**src/rtl/core/mep_pkg.sv**
```systemverilog
`timescale 1ns / 1ps
// ----------------------------------------------------------------------------
// mep_pkg: shared definitions for the Mandelbrot escape-time pixel core
// Widths, fixed-point constants, register indexes, sequencer states, saturation.
// ----------------------------------------------------------------------------
package mep_pkg;

	localparam int FRAC_BITS = 28;
	localparam int MAX_SIDE  = 4096;

	localparam int DATA_W    = 32;
	localparam int PROD_W    = 2 * DATA_W;
	localparam int STEP_W    = 29;
	localparam int IDX_W     = $clog2(MAX_SIDE);
	localparam int CNT_W     = 16;
	localparam int COLOUR_W  = 8;
	localparam int CFG_IDX_W = 3;

	// |z|^2 escape bound, 4.0 at 2*FRAC_BITS fraction bits
	localparam logic [PROD_W-1:0] ESC_LIMIT = PROD_W'(4) << (2 * FRAC_BITS);

	localparam logic [COLOUR_W-1:0] COLOUR_INSIDE  = '0;
	localparam logic [COLOUR_W-1:0] COLOUR_ESCAPED = '1;

	localparam logic [CFG_IDX_W-1:0] CFG_REAL_ORIGIN = 3'd0;
	localparam logic [CFG_IDX_W-1:0] CFG_IMAG_ORIGIN = 3'd1;
	localparam logic [CFG_IDX_W-1:0] CFG_REAL_STEP   = 3'd2;
	localparam logic [CFG_IDX_W-1:0] CFG_IMAG_STEP   = 3'd3;
	localparam logic [CFG_IDX_W-1:0] CFG_MAX_ITER    = 3'd4;

	localparam logic signed [DATA_W-1:0] RST_REAL_ORIGIN = -32'sd536870912;
	localparam logic signed [DATA_W-1:0] RST_IMAG_ORIGIN = -32'sd300647711;
	localparam logic [STEP_W-1:0]        RST_REAL_STEP   = 29'd647496;
	localparam logic [STEP_W-1:0]        RST_IMAG_STEP   = 29'd587203;
	localparam logic [CNT_W-1:0]         RST_MAX_ITER    = 16'd255;

	typedef enum logic [3:0] {
		ST_IDLE,
		ST_CX,
		ST_CY,
		ST_CY_ADD,
		ST_SQ_X,
		ST_SQ_Y,
		ST_XY,
		ST_UPD,
		ST_DONE
	} state_t;

	// clamp a wide signed value to the 32-bit signed range
	function automatic logic signed [DATA_W-1:0] sat32(input logic signed [PROD_W-1:0] v);
		logic signed [PROD_W-1:0] hi;
		logic signed [PROD_W-1:0] lo;
		logic signed [DATA_W-1:0] r;
		hi = PROD_W'((64'sd1 <<< (DATA_W - 1)) - 64'sd1);
		lo = -(64'sd1 <<< (DATA_W - 1));
		if (v > hi)
			r = {1'b0, {(DATA_W-1){1'b1}}};
		else if (v < lo)
			r = {1'b1, {(DATA_W-1){1'b0}}};
		else
			r = v[DATA_W-1:0];
		return r;
	endfunction

endpackage

```
**src/rtl/core/mandelbrot_escape_pixel_core.sv**
```systemverilog
`timescale 1ns / 1ps
// ----------------------------------------------------------------------------
// mandelbrot_escape_pixel_core: escape-time evaluator for one pixel
// Maps (column, row) to c, iterates z = z*z + c, reports count and colour.
// ----------------------------------------------------------------------------
// Flow: the core takes one pixel at a time; in_stall stays high until the
//   sequencer is back in IDLE, after the result has been registered.
// Multiplier: the single shared multiplier runs three products (x*x, y*y,
//   x*y) per iteration.
// Reset: arst_n clears the sequencer and result valid and loads the default
//   view (origin -2.0 / -1.12, 1024-pixel steps, limit 255).
// ----------------------------------------------------------------------------
module mandelbrot_escape_pixel_core (
	input  logic                                   clk,
	input  logic                                   arst_n,
	// pixel input channel
	input  logic                                   in_valid,
	output logic                                   in_stall,
	input  logic [mep_pkg::IDX_W-1:0]              column,
	input  logic [mep_pkg::IDX_W-1:0]              row,
	// result channel
	output logic                                   out_valid,
	input  logic                                   out_stall,
	output logic [mep_pkg::CNT_W-1:0]              iterations,
	output logic                                   inside_res,
	output logic [mep_pkg::COLOUR_W-1:0]           colour,
	// register write channel
	input  logic                                   cfg_valid,
	output logic                                   cfg_ready,
	input  logic [mep_pkg::CFG_IDX_W-1:0]          cfg_index,
	input  logic [mep_pkg::DATA_W-1:0]             cfg_data
);

	localparam int DW = mep_pkg::DATA_W;
	localparam int PW = mep_pkg::PROD_W;

	// ------------------------------------------------------------------
	// Configuration registers. Writes are always taken; indexes past the
	// list fall through and are dropped.
	// ------------------------------------------------------------------
	logic signed [DW-1:0]               real_origin_q;
	logic signed [DW-1:0]               imag_origin_q;
	logic [mep_pkg::STEP_W-1:0]         real_step_q;
	logic [mep_pkg::STEP_W-1:0]         imag_step_q;
	logic [mep_pkg::CNT_W-1:0]          max_iter_q;

	assign cfg_ready = 1'b1;

	always_ff @(posedge clk or negedge arst_n) begin
		if (!arst_n) begin
			real_origin_q <= mep_pkg::RST_REAL_ORIGIN;
			imag_origin_q <= mep_pkg::RST_IMAG_ORIGIN;
			real_step_q   <= mep_pkg::RST_REAL_STEP;
			imag_step_q   <= mep_pkg::RST_IMAG_STEP;
			max_iter_q    <= mep_pkg::RST_MAX_ITER;
		end else if (cfg_valid && cfg_ready) begin
			unique case (cfg_index)
				mep_pkg::CFG_REAL_ORIGIN: real_origin_q <= cfg_data;
				mep_pkg::CFG_IMAG_ORIGIN: imag_origin_q <= cfg_data;
				mep_pkg::CFG_REAL_STEP:   real_step_q   <= cfg_data[mep_pkg::STEP_W-1:0];
				mep_pkg::CFG_IMAG_STEP:   imag_step_q   <= cfg_data[mep_pkg::STEP_W-1:0];
				mep_pkg::CFG_MAX_ITER:    max_iter_q    <= cfg_data[mep_pkg::CNT_W-1:0];
				default: ;
			endcase
		end
	end

	// ------------------------------------------------------------------
	// Sequencer. One iteration walks SQ_X -> SQ_Y -> XY -> UPD; the limit
	// is tested on entry to SQ_X, escape once both squares are in.
	// ------------------------------------------------------------------
	mep_pkg::state_t state_q, state_d;

	logic [mep_pkg::IDX_W-1:0]   col_q, row_q;
	logic signed [DW-1:0]        cx_q, cy_q;
	logic signed [DW-1:0]        x_q, y_q;
	logic [mep_pkg::CNT_W-1:0]   count_q;
	logic signed [PW-1:0]        xx_q;
	logic signed [PW-1:0]        diff_q;

	logic [mep_pkg::CNT_W-1:0]   iter_q;
	logic                        inside_q;
	logic [mep_pkg::COLOUR_W-1:0] colour_q;
	logic                        out_valid_q;

	// shared multiplier
	logic signed [DW-1:0]        mul_a, mul_b;
	logic signed [PW-1:0]        prod_q;

	mep_mult u_mult (
		.clk    (clk),
		.a      (mul_a),
		.b      (mul_b),
		.prod_q (prod_q)
	);

	// |z|^2: both squares are non-negative, so the sum fits unsigned 64 bits
	logic [PW-1:0]  mag2;
	logic           escaped;
	logic           at_limit;
	logic           out_free;

	assign mag2     = PW'(xx_q) + PW'(prod_q);
	assign escaped  = (mag2 >= mep_pkg::ESC_LIMIT);
	assign at_limit = (count_q >= max_iter_q);
	assign out_free = !out_valid_q || !out_stall;

	assign in_stall = (state_q != mep_pkg::ST_IDLE);

	always_ff @(posedge clk or negedge arst_n) begin
		if (!arst_n)
			state_q <= mep_pkg::ST_IDLE;
		else
			state_q <= state_d;
	end

	always_comb begin
		state_d = state_q;
		mul_a   = x_q;
		mul_b   = x_q;
		unique case (state_q)
			mep_pkg::ST_IDLE: begin
				if (in_valid)
					state_d = mep_pkg::ST_CX;
			end
			mep_pkg::ST_CX: begin
				mul_a   = $signed({{(DW-mep_pkg::IDX_W){1'b0}}, col_q});
				mul_b   = $signed({{(DW-mep_pkg::STEP_W){1'b0}}, real_step_q});
				state_d = mep_pkg::ST_CY;
			end
			mep_pkg::ST_CY: begin
				mul_a   = $signed({{(DW-mep_pkg::IDX_W){1'b0}}, row_q});
				mul_b   = $signed({{(DW-mep_pkg::STEP_W){1'b0}}, imag_step_q});
				state_d = mep_pkg::ST_CY_ADD;
			end
			mep_pkg::ST_CY_ADD: begin
				state_d = mep_pkg::ST_SQ_X;
			end
			mep_pkg::ST_SQ_X: begin
				mul_a   = x_q;
				mul_b   = x_q;
				state_d = at_limit ? mep_pkg::ST_DONE : mep_pkg::ST_SQ_Y;
			end
			mep_pkg::ST_SQ_Y: begin
				mul_a   = y_q;
				mul_b   = y_q;
				state_d = mep_pkg::ST_XY;
			end
			mep_pkg::ST_XY: begin
				mul_a   = x_q;
				mul_b   = y_q;
				state_d = escaped ? mep_pkg::ST_DONE : mep_pkg::ST_UPD;
			end
			mep_pkg::ST_UPD: begin
				state_d = mep_pkg::ST_SQ_X;
			end
			mep_pkg::ST_DONE: begin
				if (out_free)
					state_d = mep_pkg::ST_IDLE;
			end
			default: state_d = mep_pkg::ST_IDLE;
		endcase
	end

	// ------------------------------------------------------------------
	// Datapath. Shifts are arithmetic, i.e. floor; z saturates per step.
	// ------------------------------------------------------------------
	always_ff @(posedge clk) begin
		unique case (state_q)
			mep_pkg::ST_IDLE: begin
				if (in_valid) begin
					col_q <= column;
					row_q <= row;
				end
			end
			mep_pkg::ST_CY: begin
				cx_q <= mep_pkg::sat32(PW'(real_origin_q) + prod_q);
			end
			mep_pkg::ST_CY_ADD: begin
				cy_q    <= mep_pkg::sat32(PW'(imag_origin_q) + prod_q);
				x_q     <= '0;
				y_q     <= '0;
				count_q <= '0;
			end
			mep_pkg::ST_SQ_Y: begin
				xx_q <= prod_q;
			end
			mep_pkg::ST_XY: begin
				diff_q <= xx_q - prod_q;
			end
			mep_pkg::ST_UPD: begin
				x_q     <= mep_pkg::sat32((diff_q >>> mep_pkg::FRAC_BITS) + PW'(cx_q));
				y_q     <= mep_pkg::sat32((prod_q >>> (mep_pkg::FRAC_BITS - 1)) + PW'(cy_q));
				count_q <= count_q + 1'b1;
			end
			default: ;
		endcase
	end

	// ------------------------------------------------------------------
	// Result register: holds the beat until the sink takes it.
	// ------------------------------------------------------------------
	always_ff @(posedge clk or negedge arst_n) begin
		if (!arst_n)
			out_valid_q <= 1'b0;
		else if (state_q == mep_pkg::ST_DONE && out_free)
			out_valid_q <= 1'b1;
		else if (!out_stall)
			out_valid_q <= 1'b0;
	end

	always_ff @(posedge clk) begin
		if (state_q == mep_pkg::ST_DONE && out_free) begin
			iter_q   <= count_q;
			inside_q <= (count_q == max_iter_q);
			colour_q <= (count_q == max_iter_q) ? mep_pkg::COLOUR_INSIDE
			                                    : mep_pkg::COLOUR_ESCAPED;
		end
	end

	assign out_valid  = out_valid_q;
	assign iterations = iter_q;
	assign inside_res = inside_q;
	assign colour     = colour_q;

endmodule

```
**src/rtl/core/mep_mult.sv**
```systemverilog
`timescale 1ns / 1ps
// ----------------------------------------------------------------------------
// mep_mult: shared signed multiplier
// 32 x 32 signed product, registered; result in the cycle after the operands.
// ----------------------------------------------------------------------------
module mep_mult (
	input  logic                                   clk,
	input  logic signed [mep_pkg::DATA_W-1:0]      a,
	input  logic signed [mep_pkg::DATA_W-1:0]      b,
	output logic signed [mep_pkg::PROD_W-1:0]      prod_q
);

	always_ff @(posedge clk) begin
		prod_q <= a * b;
	end

endmodule
```
**config.mk**
```make
export PLATFORM = sky130hd
export DESIGN_NAME = mandelbrot_escape_pixel_core
export DESIGN_NICKNAME = d
export VERILOG_FILES = /design/src/rtl/core/mep_pkg.sv /design/src/rtl/core/mandelbrot_escape_pixel_core.sv /design/src/rtl/core/mep_mult.sv
export SDC_FILE = /design/constraint.sdc
export NUM_CORES = 2
export LEC_CHECK = 0
export BUFFER_PORTS_ARGS = -buffer_cell sky130_fd_sc_hd__buf_2
export CORE_UTILIZATION = 40
export CTS_CLUSTER_SIZE = 30
export DETAILED_ROUTE_END_ITERATION = 16
export PLACE_DENSITY = 0.56
export SLEW_MARGIN = 30
export SYNTH_ARGS = -nofsm -noshare
export SYNTH_HDL_FRONTEND = slang
export SYNTH_HIERARCHICAL = 1
export SYNTH_SLANG_ARGS = --single-unit
export TNS_END_PERCENT = 50
```
**constraint.sdc**
```tcl
create_clock -name clk -period 10.7 [get_ports clk]
set_clock_uncertainty 0.1 [all_clocks]
set_input_delay 2.14 -clock clk [delete_from_list [all_inputs] [get_ports clk]]
set_output_delay 2.14 -clock clk [all_outputs]
set_load 0.01 [all_outputs]
```
==> impl_metrics.ini <==
[sta]
tns_ns = 0
rsz0062_at_grt = false
fmax_ghz = 0.09588
slew_viol_final = 0
tightest_slew_ns = 1.017
setup_viol = 0
hold_viol = 0
slew_headroom_pct = 32.14
timing.final.crit_period_ns = 10.43
layout_worst_path_cycle_share_pct = 97.48

[synth]
synth_flop_cell = edfxtp_1
synth_most_common_cell = inv_1
ys_ff_latch = 493
synth-xor-area-share_pct = 3.350
syn_area_per_cell_um2 = 9.457
synth-simple-area-share_pct = 14.69
synth-compound-area-share_pct = 12.77
syn_inst = 7519
synthAdderAreaFrac_pct = 39.86
synth_top_cell_by_area = fa_1
synthArstFlopShare_pct = 29.01
yosys-top-cells-count = 1165 x inv_1, 1087 x fa_1, 795 x nand2_1
synth-seq-area-share_pct = 18.99
synth_top_area_share_pct = 30.60
synth.distinct_cells = 116
synth_nets = 9196
synth_top_family_by_area = adder cells
netlist_top_cells_area = fa_1 31%, edfxtp_1 12%, ha_1 9.3%, inv_1 6.1%, and2_1 4.7%
synth-edff-count = 286
synth_area_um2 = 71110
synthMuxAreaShare_pct = 2.161
ys_warn_count = 6

[final_layout]
multi_input_area_um2 = 52050
regArea_um2 = 13510
drive_gt1_share_pct = 8.363
final_area_um2 = 76680
final_nets = 9163
synthToLayoutAreaGrowth_pct = 7.842
fillers = 17157
final_cell_count_no_fill = 9884
finish.utilization_pct = 43.49

[detailed_routing]
drc = 0
antenna_left = 0
drt_iter0_markers = 4398
vias = 54610
wirelength_um = 229800
viasPerCell = 5.525
wire_per_inst_um = 23.25
dr.pass1.iters = 6

[die]
core_area_um2 = 176300
rows = 154
die_h_um = 423.6
initial_utilization_pct = 40.33
ios = 92
die_x_um = 423.6
die_area_um2 = 179500

[place]
place_area_um2 = 74800
io_buffer_count = 90
place_hpwl_um = 186500
dpl.cell_count = 9768
globalplace.congestion = 0.9662

[cts]
h-tree-depth = 2
cts_tree = built
cts_setup_buffers = 0
ctsResizeCount = 0
cts-root-buf = clkbuf_16
cts.sinks = 493
numCtsBuffers = 56
cts_hold_buffers = 0
clkSlewWorstSetupHoldPaths_ns = 0.06
clk_latency_ns = 0.66
clock_path_buffers = 3

[setup_path]
crit_fanout = 27
crit_type = reg -> reg
cp_slowest_stage_delay_ns = 0.74
cp_common_cell = fa_1
cpMaxStageDelayCell = nor3b_1
cp.required_ns = 11.11
cp-start-kind = flip-flop
crit_family = adder cells
endpoint_kind = flip-flop
path_buf_inv = 5
critPathArrivalTime_ns = 10.84

[flow_run]
max-cap-violations = 0

[global_route]
grt_max_degree = 77
overflow = 0
grt_pass1_vias = 56709
grt_pass1_wl_um = 353600
antenna_found_initial = 14
grt_use_total_pct = 25.85

[outcome]
status = finished clean

[hold_path]
hp-class = reg -> reg
## placed cells by master, fill, tap and decap left out, types with 39 or more instances in the layout
cell type and n:
xor2_1 106, and2_1 533, o211ai_1 39, xnor2_1 166
dfxtp_1 64, nand4_1 88, nor2b_1 39, a211oi_1 50
clkbuf_16 56, o21bai_1 70, edfxtp_1 286, nor2_1 253
ha_1 526, o21ai_0 221, a31oi_1 39, nand2_1 795
inv_1 1165, a21oi_1 445, buf_4 155, nand3_1 72
dfstp_2 47, buf_2 89, and3_1 46, mux2_2 124
o21ai_1 62, dfrtp_1 96, a222oi_1 41, fa_1 1087
a21o_1 140, nor3_1 77
## layout make-up
type                            instances  share of cell area (%)
Antenna cell                           11                 0.03590
Inverter                             1166                   5.707
Timing Repair Buffer                  263                   2.549
Clock inverter                         36                  0.4748
Clock buffer                           69                   1.930
Sequential cell                       493                   17.61
Multi-Input combinational cell       5506                   67.87
Tap cell                             2340                   3.818
## per-layer routing
metal / global-route usage [%] / vias up / share of wire (%)
met1: 35.75 / 27892 / 44
met2: 42.02 / 1722 / 47
li1: - / 24665 / -
met4: 10.21 / 0 / 4.5
met3: 2.043 / 331 / 5.3
met5: 0 / - / 0
## cell families (layout without fill, tap and decap cells)
family          Yosys count  count (layout)
compound gates         1387            1387
xor+xnor                272             272
fa+ha+maj              1613            1613
buf+inv                1520            1534
flops                   493             493
mux                     138             138
other cells               1              12
simple gates           2095            2095
## per-stage QoR
| stage | setup slack, ns | hold slack [ns] |
|---|---|---|
| 5_1_grt | 0.01405 | 0.4206 |
| 4_1_cts | 0.3576 | 0.4117 |
| 2_1_floorplan | 0.1152 | 0.3755 |
| 3_5_place_dp | 0.4737 | 0.3966 |
| 3_3_place_gp | 0.3541 | 0.3893 |
| 6_report | 0.2700 | 0.4078 |
## tightest hold or removal path: stages, from the launching register on
cell,delay (ns)
dfstp_2,0.36
inv_1,0.06
o21ai_0,0.08
## path summary, 6_finish.rpt
kind                               start                 to  slack, ns  cells past startpoint
setup / recovery              state_q[3]  u_mult/prod_q[57]       0.27                     27
hold / removal             max_iter_q[2]      max_iter_q[2]       0.41                      2
setup reg to reg              state_q[3]  u_mult/prod_q[57]       0.27                     27
hold reg to reg            max_iter_q[2]      max_iter_q[2]       0.41                      2
max in group asynchronous         arst_n     imag_step_q[3]       7.88                      2
min in group asynchronous         arst_n  imag_origin_q[17]       1.47                      1
## state kept, by name, indices dropped and copies added, names as in the netlist, 32 cells and up
| name | count |
|---|---|
| y_q | 32 |
| x_q | 32 |
| xx_q | 64 |
| real_origin_q | 32 |
| diff_q | 36 |
| imag_origin_q | 32 |
| u_mult/prod_q | 64 |
| cy_q | 32 |
| cx_q | 32 |
Power is left out: the tool's default activity adds up to more than one toggle a clock period on the data nets, which glitch-free logic cannot reach.
